## src/hw/rtl/bccs_pkg.sv

```systemverilog
package bccs_pkg;

	localparam int ST_W   = 16;
	localparam int IDX_W  = 25;
	localparam int HIST_W = 16;

	localparam int PORT_ST_W   = 15;
	localparam int PORT_CNT_W  = 48;
	localparam int PORT_PROB_W = 16;

	typedef logic [1:0] func_t;

	localparam func_t FUNC_LOAD = 2'd0;
	localparam func_t FUNC_BIT  = 2'd1;
	localparam func_t FUNC_READ = 2'd2;
	localparam func_t FUNC_NOP  = 2'd3;

	typedef struct packed {
		func_t            op;
		logic             data_bit;
		logic [ST_W-1:0]  nz;
		logic [ST_W-1:0]  no;
		logic [ST_W-1:0]  arg;
		logic             full;
		logic [IDX_W-1:0] idx;
	} cmd_t;

endpackage

```

## src/hw/rtl/bccs_front.sv

```systemverilog
module bccs_front #(
	parameter int STATE_BITS   = 15,
	parameter int HISTORY_BITS = 16
) (
	input  logic                               clk,
	input  logic                               arst_n,
	input  logic                               push,
	input  logic                               busy,
	output logic                               full,
	input  bccs_pkg::func_t                    func,
	input  logic                               data_bit,
	input  logic [bccs_pkg::PORT_ST_W-1:0]     next_on_zero,
	input  logic [bccs_pkg::PORT_ST_W-1:0]     next_on_one,
	input  logic [bccs_pkg::PORT_ST_W-1:0]     query_state,
	input  logic                               deq,
	output logic                               cmd_valid,
	output bccs_pkg::cmd_t                     cmd
);

	localparam int NS = 1 << STATE_BITS;
	localparam logic [bccs_pkg::ST_W-1:0] SMASK =
		bccs_pkg::ST_W'((32'd1 << STATE_BITS) - 32'd1);
	localparam logic [bccs_pkg::HIST_W-1:0] HMASK =
		bccs_pkg::HIST_W'((32'd1 << HISTORY_BITS) - 32'd1);

	logic [STATE_BITS:0]            loaded_q;
	logic [bccs_pkg::HIST_W-1:0]    hist_q;
	logic [8:0]                     pb_q;
	bccs_pkg::cmd_t                 qmem_q [2];
	logic                           wp_q, rp_q;
	logic [1:0]                     cnt_q;

	logic                           acc, enq, ld_full;
	logic [3:0]                     k;
	logic [bccs_pkg::IDX_W-1:0]     base, raw;
	logic [8:0]                     pb_nx;
	bccs_pkg::cmd_t                 c;

	assign full      = busy || (cnt_q == 2'd2);
	assign acc       = push && !full;
	assign enq       = acc && (func != bccs_pkg::FUNC_NOP);
	assign cmd_valid = (cnt_q != 2'd0);
	assign cmd       = qmem_q[rp_q];
	assign ld_full   = (loaded_q == (STATE_BITS+1)'(NS));
	assign pb_nx     = {pb_q[7:0], data_bit};

	always_comb begin
		k = 4'd0;
		for (int i = 0; i < 9; i++) begin
			if (pb_q[i]) k = 4'(i);
		end
		base = bccs_pkg::IDX_W'((32'd1 << HISTORY_BITS) | 32'(hist_q & HMASK));
		raw  = (base << k) | bccs_pkg::IDX_W'(pb_q ^ (9'd1 << k));
	end

	always_comb begin
		c          = '0;
		c.op       = func;
		c.data_bit = data_bit;
		c.nz       = bccs_pkg::ST_W'(next_on_zero) & SMASK;
		c.no       = bccs_pkg::ST_W'(next_on_one) & SMASK;
		c.idx      = raw;
		unique case (func)
			bccs_pkg::FUNC_LOAD: begin
				c.full = ld_full;
				c.arg  = ld_full ? '0 : bccs_pkg::ST_W'(loaded_q[STATE_BITS-1:0]);
			end
			bccs_pkg::FUNC_READ: c.arg = bccs_pkg::ST_W'(query_state) & SMASK;
			default: c.arg = '0;
		endcase
	end

	always_ff @(posedge clk or negedge arst_n) begin
		if (!arst_n) begin
			loaded_q <= '0;
			hist_q   <= '0;
			pb_q     <= 9'd1;
			wp_q     <= 1'b0;
			rp_q     <= 1'b0;
			cnt_q    <= 2'd0;
		end else begin
			if (acc && func == bccs_pkg::FUNC_LOAD && !ld_full) loaded_q <= loaded_q + 1'b1;
			if (acc && func == bccs_pkg::FUNC_BIT) begin
				if (pb_nx[8]) begin
					hist_q <= ((hist_q << 8) | bccs_pkg::HIST_W'(pb_nx[7:0])) & HMASK;
					pb_q   <= 9'd1;
				end else begin
					pb_q <= pb_nx;
				end
			end
			if (enq) wp_q <= !wp_q;
			if (deq && cmd_valid) rp_q <= !rp_q;
			cnt_q <= cnt_q + 2'(enq) - 2'(deq && cmd_valid);
		end
	end

	always_ff @(posedge clk) begin
		if (enq) qmem_q[wp_q] <= c;
	end

	a_cnt_range: assert property (@(posedge clk) disable iff (!arst_n) cnt_q != 2'd3)
		else $error("queue count out of range");
	a_marker: assert property (@(posedge clk) disable iff (!arst_n) pb_q != 9'd0 && !pb_q[8])
		else $error("partial byte lost its marker");

endmodule

```

## config.mk

```make
export PLATFORM = sky130hd
export DESIGN_NAME = bccs_front
export DESIGN_NICKNAME = d
export VERILOG_FILES = /design/src/hw/rtl/bccs_pkg.sv /design/src/hw/rtl/bccs_front.sv
export SDC_FILE = /design/constraint.sdc
export NUM_CORES = 1
export LEC_CHECK = 0
export BUFFER_PORTS_ARGS = -buffer_cell sky130_fd_sc_hd__buf_2
export CAP_MARGIN = 25
export CORE_AREA = 2 2 132 134
export CTS_BUF_LIST = sky130_fd_sc_hd__clkbuf_4 sky130_fd_sc_hd__clkbuf_8
export CTS_CLUSTER_SIZE = 14
export DETAILED_ROUTE_END_ITERATION = 8
export DIE_AREA = 0 0 134 136
export PLACE_DENSITY_LB_ADDON = 0.15
export SLEW_MARGIN = 10
export SYNTH_ARGS = -nofsm -noshare
export SYNTH_HDL_FRONTEND = slang
export SYNTH_SLANG_ARGS = --single-unit
```

## constraint.sdc

```tcl
create_clock -name clk -period 6.8 [get_ports clk]
set_clock_uncertainty 0.05 [all_clocks]
set_input_delay 0.34 -clock clk [delete_from_list [all_inputs] [get_ports clk]]
set_output_delay 0.34 -clock clk [all_outputs]
set_load 0.01 [all_outputs]
```

==> impl_metrics.yaml, run 1 <==
status:
  status: "finished clean"
clocking:
  clock_latency_ns: 0.47
  cts_buffers: 17
  clock_sinks: 190
  h-tree-depth: 4
  postCtsSetupRepairBufs: 0
  cts_resized: 0
  cts.hold.buffers_added: 24
  cts_tree: "yes"
  cts_buffer_depth: 2
  clk_pin_slew_ns: 0.09
  clock-root-buffer: "clkbuf_8"
flow_run:
  maxCapViolCount: 0
logic_synthesis:
  async_reset_ff_frac: 0.232
  syn_area_um2: 8310
  yosys_warnings: 0
  synth.distinct_cells: 58
  synth_ff_type: "edfxtp_1"
  yosys_register_bits: 190
  synth_top_area_frac: 0.528
  yosys.area.top_type: "edfxtp_1"
  synthTopCellsByArea: "edfxtp_1 (53%), mux2_2 (13%), dfrtp_1 (13%)"
  synth_cells: 535
  post_synth.cell_area_avg_um2: 15.5
  synth_edf_count: 146
  seq_area_frac_synth: 0.660
layout:
  final_common_cell: "edfxtp_1"
  drive_above_1_share: 0.408
  fin_area_um2: 9820
  syn2layout_area_growth_pct: 18.2
  final_nets: 743
  fillerInstances: 1349
  post-route-util: 0.582
  layout_common_cells: "edfxtp_1 (146), buf_2 (127), mux2_2 (98)"
timing:
  final_max_slew_viol_count: 0
  hold_violations: 0
  setup_viol: 0
  fmax_mhz: 366
  rsz0062_at_grt: "false"
  worst_slew_pin_slew_ns: 0.924
  period_share: 0.401
  slew_headroom: 0.382
  fin_crit_ns: 2.73
  tns_ns: 0
worst_setup_path:
  slowest_delay_ns: 0.74
  cp.arrival_ns: 2.34
  slowest_stage: "buf_4"
  crit_fanout: 65
  crit_family: "buffers and inverters"
  critical_path_required_ns: 6.41
  cp-end-kind: "output pin"
  critPathKind: "register to output pin"
  worstPathCellList: "buf_4 -> mux2_2 -> buf_2"
  start_kind: "register"
  critPathBufInv: 2
grt:
  met2_usage: 0.279
  overflow: 0
  grt_util_met3: 0.0496
  antenna_found_initial: 0
  grt_start_max_net_pins: 74
  grt_pass1_wl_um: 25700
  grt_usage: 0.185
  grt_pass1_vias: 4945
  top_usage_layer: "met2"
  grt_use_met1: 0.260
power_and_ir_drop:
  power.density_nw_per_um2: 403
  p_leak_nw: 3.84
  total_power_w: 0.00396
  ir_worst_vdd_mv: 0.216
route:
  wl_per_cell_um: 18.1
  drt_pass1_iterations: 5
  drt_iter0_drc: 472
  drcViolationCount: 0
  viasPerCell: 5.35
  vias: 4947
  finalWirelength_um: 16700
  antenna_left: 0
floorplan:
  core_um2: 16900
  num_rows: 48
  die-area_um2: 18200
  die_h_um: 136
  ios: 132
  start_util: 0.492
  die_w_um: 134
place:
  placed_area_um2: 9100
  dp_hpwl_um: 10800
  io_buffers: 127
  place_congestion: 0.817
hold_path:
  hold_class: "input port to register"
## final cells by class
class	instances	area [um^2]	share of cell area
sequential	190	5490	0.559
clock inverter	11	83.8	0.00854
antenna	1	2.50	0.000255
tap	225	282	0.0287
timing repair buffer	161	1010	0.103
inverter	12	45.0	0.00459
multi-input combinational	304	2630	0.268
clock buffer	21	270	0.0275
## cells in the mapped netlist, types with 2 or more instances
library cell,n
nand4_1,5
clkbuf_1,14
nor3_1,7
nor2_1,24
a221oi_2,2
mux2i_1,31
a211o_1,2
o221ai_1,2
ha_1,4
a221oi_1,2
edfxtp_1,146
mux2_2,98
or2_2,2
o31a_2,2
and2_1,3
nand3b_1,6
dfrtp_1,43
or2_1,2
buf_6,2
nor2_4,2
and3_1,3
xor2_1,8
buf_4,9
mux2_1,3
o22ai_1,2
nand2_1,16
xnor2_1,11
inv_1,11
buf_2,7
and3b_1,2
nor4b_1,3
o211ai_1,2
a22o_1,11
o21ai_0,12
a31oi_1,2
a21oi_1,6
nand2b_1,3
nand3_1,5
## routing by layer
metal	part of all wire	wire, um	vias to the layer above
met5	0	0	-
met4	0.012	205	0
met3	0.057	954	17
met2	0.46	7710	165
met1	0.47	7870	2444
li1	-	-	2321
## final timing paths
check | endpoint | slack, ns | startpoint | depth (start not counted)
worst max-delay path | cmd[3] | 4.07 | rp_q | 3
worst min-delay path | qmem_q[0][60] | 0.03 | next_on_zero[4] | 1
worst max register to register | qmem_q[0][6] | 4.14 | pb_q[7] | 4
worst min register to register | loaded_q[15] | 0.43 | loaded_q[15] | 1
max in group asynchronous | pb_q[0] | 5.99 | arst_n | 3
min in group asynchronous | loaded_q[3] | 0.18 | arst_n | 2
## worst reg2reg max path: cells and delay by family, from the launching register on
family | cells | cell delay (ns)
simple gates | 2 | 1.14
compound gates | 2 | 0.60
flops | 1 | 0.63
## state kept, by name, indices dropped and copies added (netlist names)
register / count
loaded_q: 16
qmem_q: 146
pb_q: 8
wp_q: 1
rp_q: 1
cnt_q: 2
hist_q: 16
## per-stage QoR
| stage | setup slack [ns] | hold WS (ns) | instances |
|---|---|---|---|
| floorplan | 2.39 | -0.00559 | 538 |
| global placement | 3.98 | 0.412 | 860 |
| detailed placement | 3.93 | 0.412 | 860 |
| CTS | 3.91 | 0.00101 | 916 |
| global route | 3.93 | 0.00339 | 924 |
| finish | 4.07 | 0.0304 | 925 |
## logic make-up (layout without fill, tap and decap cells)
logic type,Yosys count,count (layout),share of synthesized area
AND/OR/NAND/NOR,89,89,0.0575
flip-flops,190,190,0.660
adder cells (fa/ha/maj),4,4,0.00602
AO/OA/AOI/OAI,55,55,0.0527
multiplexers,133,133,0.176
buffers and inverters,44,205,0.0268
XOR/XNOR,19,19,0.0200
other,1,5,0.000451
## where the power goes
| group | leakage (nW) | internal (W) | switching (W) |
|---|---|---|---|
| clock network | 0.182 | 0.000279 | 0.000393 |
| logic | 1.74 | 0.000710 | 0.000833 |
| registers | 1.91 | 0.00155 | 0.000195 |
Note: power is estimated with default switching activity, not from simulation.
==> run 2, diff against run 1 <==
Clock period 6.8 ns to 2.3 ns, I/O delays scaled along.
==> impl_metrics.yaml, run 2 (synthesis results as in run 1) <==
power_and_ir_drop:
  p_leak_nw: 4.07
  power.density_nw_per_um2: 1200
  ir_worst_vdd_mv: 0.544
worst_setup_path:
  crit_family: "multiplexers"
  worstPathCellList: "buf_4 -> buf_4 -> o31a_2 -> mux2i_1 -> mux2i_1 -> mux2_2"
  endpoint: "qmem_q[0][12]"
  slowest_delay_ns: 0.42
  crit_cells: 6
  worstReg2RegEnd: "qmem_q[0][12]"
  critPathBufInv: 2
  regToRegSetupSlack_ns: 0.05
  critical_path_required_ns: 2.47
  crit_fanout: 7
  cp.arrival_ns: 2.42
  cp-startpoint: "pb_q[4]"
  cp-end-kind: "register"
  critPathKind: "register to register"
  reg2reg_depth: 6
  start_kind: "register"
  reg2reg_from: "pb_q[4]"
  slowest_stage: "dfrtp_1"
clocking:
  clk_pin_slew_ns: 0.09
  cts_buffers: 17
  cts_buffer_depth: 2
  clock_sinks: 190
  clock_latency_ns: 0.48
  clock-root-buffer: "clkbuf_8"
  cts_tree: "yes"
  h-tree-depth: 4
flow_run:
  maxCapViolCount: 0
timing:
  tns_ns: 0
  slew_headroom: 0.472
  worst_slew_pin_slew_ns: 0.791
  setup_viol: 0
  period_share: 0.977
  final_max_slew_viol_count: 0
  fmax_mhz: 445
  fin_crit_ns: 2.25
  rsz0062_at_grt: "false"
  hold_violations: 0
route:
  drt_iter0_drc: 429
  finalWirelength_um: 17300
  drt_pass1_iterations: 4
  antenna_left: 0
  viasPerCell: 5.26
  wl_per_cell_um: 17.8
  drcViolationCount: 0
  vias: 5096
layout:
  fin_area_um2: 10300
  multi_input_area_um2: 2650
  fillerInstances: 1312
  post-route-util: 0.610
  fin_cells: 968
  largest_reg_flops: 146
  final_common_cell: "edfxtp_1"
  antenna_cells: 0
  syn2layout_area_growth_pct: 23.9
  reg_top3: "qmem_q (146), hist_q (16), loaded_q (16)"
  seqCellArea_um2: 5490
  regMostFlops: "qmem_q"
  layout_common_cells: "edfxtp_1 (146), buf_2 (127), mux2_2 (98)"
  final_nets: 787
  drive_above_1_share: 0.417
place:
  dp_hpwl_um: 11600
  post-place-cells: 884
  io_buffers: 127
  place_congestion: 0.881
  placed_area_um2: 9360
floorplan:
  num_rows: 48
  ios: 132
  start_util: 0.492
  die-area_um2: 18200
  die_w_um: 134
  core_um2: 16900
  die_h_um: 136
hold_path:
  hold_class: "input port to register"
grt:
  grt_pass1_vias: 5309
  grt_pass1_wl_um: 27200
  grt_usage: 0.196
  grt_start_max_net_pins: 51
  antenna_found_initial: 0
  overflow: 0
status:
  status: "finished clean"
## run 2: timing repair
item                                    CTS  global route
gates resized for setup                   0             3
endpoints found under the setup margin   20            35
endpoints found under the hold margin   128             0
cloned                                    0             0
buffers inserted                          2             0
hold buffers                             50             0
pin swaps                                 1             0
## run 2: worst min-delay path by stage
stage,depth (start not counted),end,startpoint,slack (ns)
2_1_floorplan,0,cnt_q[0],arst_n,-0.23
3_3_place_gp,1,loaded_q[0],arst_n,0.15
6_report,4,wp_q,busy,0.14
4_1_cts,4,wp_q,busy,0.11
5_1_grt,4,wp_q,busy,0.16
3_5_place_dp,1,loaded_q[0],arst_n,0.16
## run 2: routing by layer
metal | track usage | routed length, um | up-vias
li1 | - | - | 2409
met1 | 0.271 | 7930 | 2495
met2 | 0.303 | 8070 | 169
met3 | 0.0429 | 925 | 23
met4 | 0.0792 | 334 | 0
met5 | 0 | 0 | -
## run 2: layout make-up
| cell class | count | area share |
|---|---|---|
| inverter | 12 | 0.00437 |
| sequential | 190 | 0.533 |
| clock buffer | 18 | 0.0235 |
| clock inverter | 14 | 0.0153 |
| timing repair buffer | 205 | 0.139 |
| tap | 225 | 0.0273 |
| multi-input combinational | 304 | 0.257 |
## run 2: power breakdown
part           total [W]  leakage, nW  switching (W)  internal (W)
clock            0.00219        0.195        0.00120       0.00100
combinational    0.00501         1.96        0.00259       0.00242
sequential       0.00511         1.91       0.000526       0.00459
## run 2: worst register-to-register path, stage by stage (launching register included)
cell and delay (ns):
dfrtp_1 0.42, buf_4 0.17, buf_4 0.17, o31a_2 0.40, mux2i_1 0.32, mux2i_1 0.16, mux2_2 0.30
## run 2: through the flow
| stage | hold slack, ns | power (W) | setup WS (ns) |
|---|---|---|---|
| after floorplan | -0.231 | 0.00839 | -0.0287 |
| after global placement | 0.147 | 0.00986 | 0.0125 |
| after detailed placement | 0.157 | 0.0100 | -0.0827 |
| after CTS | 0.113 | 0.0124 | 0.0487 |
| after global routing | 0.156 | 0.0130 | 0.00614 |
| final | 0.139 | 0.0123 | 0.0533 |
==> run 3, diff against run 2 <==
Settings changed: ABC_AREA from default to 1, CORE_AREA 2 2 132 134 to 2 2 133 135, CTS_CLUSTER_SIZE 14 to default, DIE_AREA 0 0 134 136 to 0 0 135 137, SLEW_MARGIN 10 to 30.
==> impl_metrics.yaml, run 3 <==
layout:
  final_common_cell: "nand2_1"
  drive_above_1_share: 0.192
  reg_top3: "qmem_q (146), hist_q (16), loaded_q (16)"
  syn2layout_area_growth_pct: 20.9
  final_nets: 1059
  fin_cells: 1239
  regMostFlops: "qmem_q"
  layout_common_cells: "nand2_1 (335), edfxtp_1 (146), buf_2 (127)"
  largest_reg_flops: 146
  antenna_cells: 0
  post-route-util: 0.593
clocking:
  clock_sinks: 190
  cts_tree: "yes"
  cts_buffers: 17
  cts_buffer_depth: 2
  clock-root-buffer: "clkbuf_8"
  clock_latency_ns: 0.46
  clk_pin_slew_ns: 0.09
  cts_resized: 0
  h-tree-depth: 4
worst_setup_path:
  cp-startpoint: "rp_q"
  worstReg2RegEnd: "loaded_q[12]"
  start_kind: "register"
  critPathKind: "register to output pin"
  endpoint: "cmd[38]"
  reg2reg_from: "loaded_q[6]"
  cp.arrival_ns: 1.85
  critical_path_required_ns: 2.13
  crit_fanout: 73
  regToRegSetupSlack_ns: 0.40
  reg2reg_depth: 6
  cp-end-kind: "output pin"
grt:
  overflow: 0
  grt_pass1_wl_um: 28600
  antenna_found_initial: 0
  grt_start_max_net_pins: 74
  grt_pass1_vias: 5594
  grt_usage: 0.201
logic_synthesis:
  yosys_register_bits: 190
  synth.distinct_cells: 34
  yosys.area.top_type: "edfxtp_1"
  synth_top_area_frac: 0.524
  synth_ff_type: "edfxtp_1"
  async_reset_ff_frac: 0.232
  synth_edf_count: 146
  synthTopCellsByArea: "edfxtp_1 (52%), nand2_1 (15%), dfrtp_1 (13%)"
  seq_area_frac_synth: 0.655
  post_synth.cell_area_avg_um2: 10.0
  synth_cells: 834
  yosys-top-cells-count: "nand2_1 (335), edfxtp_1 (146), nand3_1 (100)"
  yosysMostFrequentCell: "nand2_1"
  syn_area_um2: 8370
  yosys_warnings: 0
floorplan:
  die-area_um2: 18500
  start_util: 0.491
  die_h_um: 137
  num_rows: 48
  die_w_um: 135
  core_um2: 17100
  ios: 132
route:
  drt_iter0_drc: 596
  drcViolationCount: 0
  highest_layer: "met4"
  antenna_left: 0
  vias: 6282
  wl_met3_um: 983
  wl_per_cell_um: 14.9
  finalWirelength_um: 18500
  drt_pass1_iterations: 5
  viasPerCell: 5.07
  route.met2.wl_um: 8370
  met1_length_um: 8820
place:
  dpl_worst_slack_ns: 0.417
  post-place-cells: 1163
  dp_hpwl_um: 12400
  place_congestion: 0.888
  io_buffers: 127
timing:
  setup_slack_ns: 0.282
  tns_ns: 0
  final_max_slew_viol_count: 0
  hold_violations: 0
  worst_slew_pin_slew_ns: 0.778
  setup_viol: 0
  period_share: 0.877
  slew_headroom: 0.481
  fmax_mhz: 496
  fin_crit_ns: 2.02
  rsz0062_at_grt: "false"
status:
  status: "finished clean"
power_and_ir_drop:
  power.density_nw_per_um2: 1260
  p_leak_nw: 4.43
  total_power_w: 0.0127
  ir_worst_vdd_mv: 0.518
flow_run:
  maxCapViolCount: 0
hold_path:
  hold_class: "input port to register"
[run 3: logic make-up (layout without fill, tap and decap cells)]
kind of cell    after synthesis  count (layout)  share of synthesized area
compound gates               58              58                     0.0365
xor+xnor                     12              12                     0.0126
fa+ha+maj                     4               4                    0.00598
buf+inv                      88             265                     0.0448
flops                       190             190                      0.655
mux                           3               3                    0.00538
other cells                   1               4                   0.000448
simple gates                478             478                      0.239
[run 3: area by class of cell]
class,instances,area [um^2]
fill,1480,6940
sequential,190,5490
multi-input combinational,559,2540
timing repair buffer,188,1240
tap,225,282
clock buffer,18,241
inverter,46,173
clock inverter,13,151
[run 3: metrics by stage]
stage	hold WS [ns]	instance area (um^2)
after detailed placement	0.118	9280
after floorplan	-0.231	8400
after CTS	0.00972	10100
after global placement	0.128	9280
final	0.0352	10100
after global routing	0.0275	10100
[run 3: worst min path at each step]
| stage | start | to | cells after the start |
|---|---|---|---|
| 5_1_grt | query_state[14] | qmem_q[0][40] | 3 |
| 6_report | busy | wp_q | 4 |
| 4_1_cts | busy | wp_q | 4 |
| 3_3_place_gp | arst_n | hist_q[7] | 1 |
| 2_1_floorplan | arst_n | cnt_q[0] | 0 |
| 3_5_place_dp | arst_n | hist_q[7] | 1 |
[run 3: critical path, stage by stage (launching register included)]
cell and delay, ns:
dfrtp_2 0.37, buf_4 0.60, nand2_1 0.12, nand2_1 0.14, buf_2 0.14
[run 3: per-layer routing]
layer,vias up,track usage
met5,-,0
met4,0,0.0718
met3,31,0.0352
met2,204,0.304
met1,2938,0.295
li1,3109,-
[run 3: what timing repair did]
item                      CTS  global route
hold buffers               45             0
setup buffers               0             0
hold endpoints to repair  113             0
[run 3: report_power, final]
| group | switching (W) | total, W | internal [W] |
|---|---|---|---|
| clock network | 0.00120 | 0.00220 | 0.00100 |
| registers | 0.000382 | 0.00511 | 0.00473 |
| logic | 0.00366 | 0.00542 | 0.00176 |
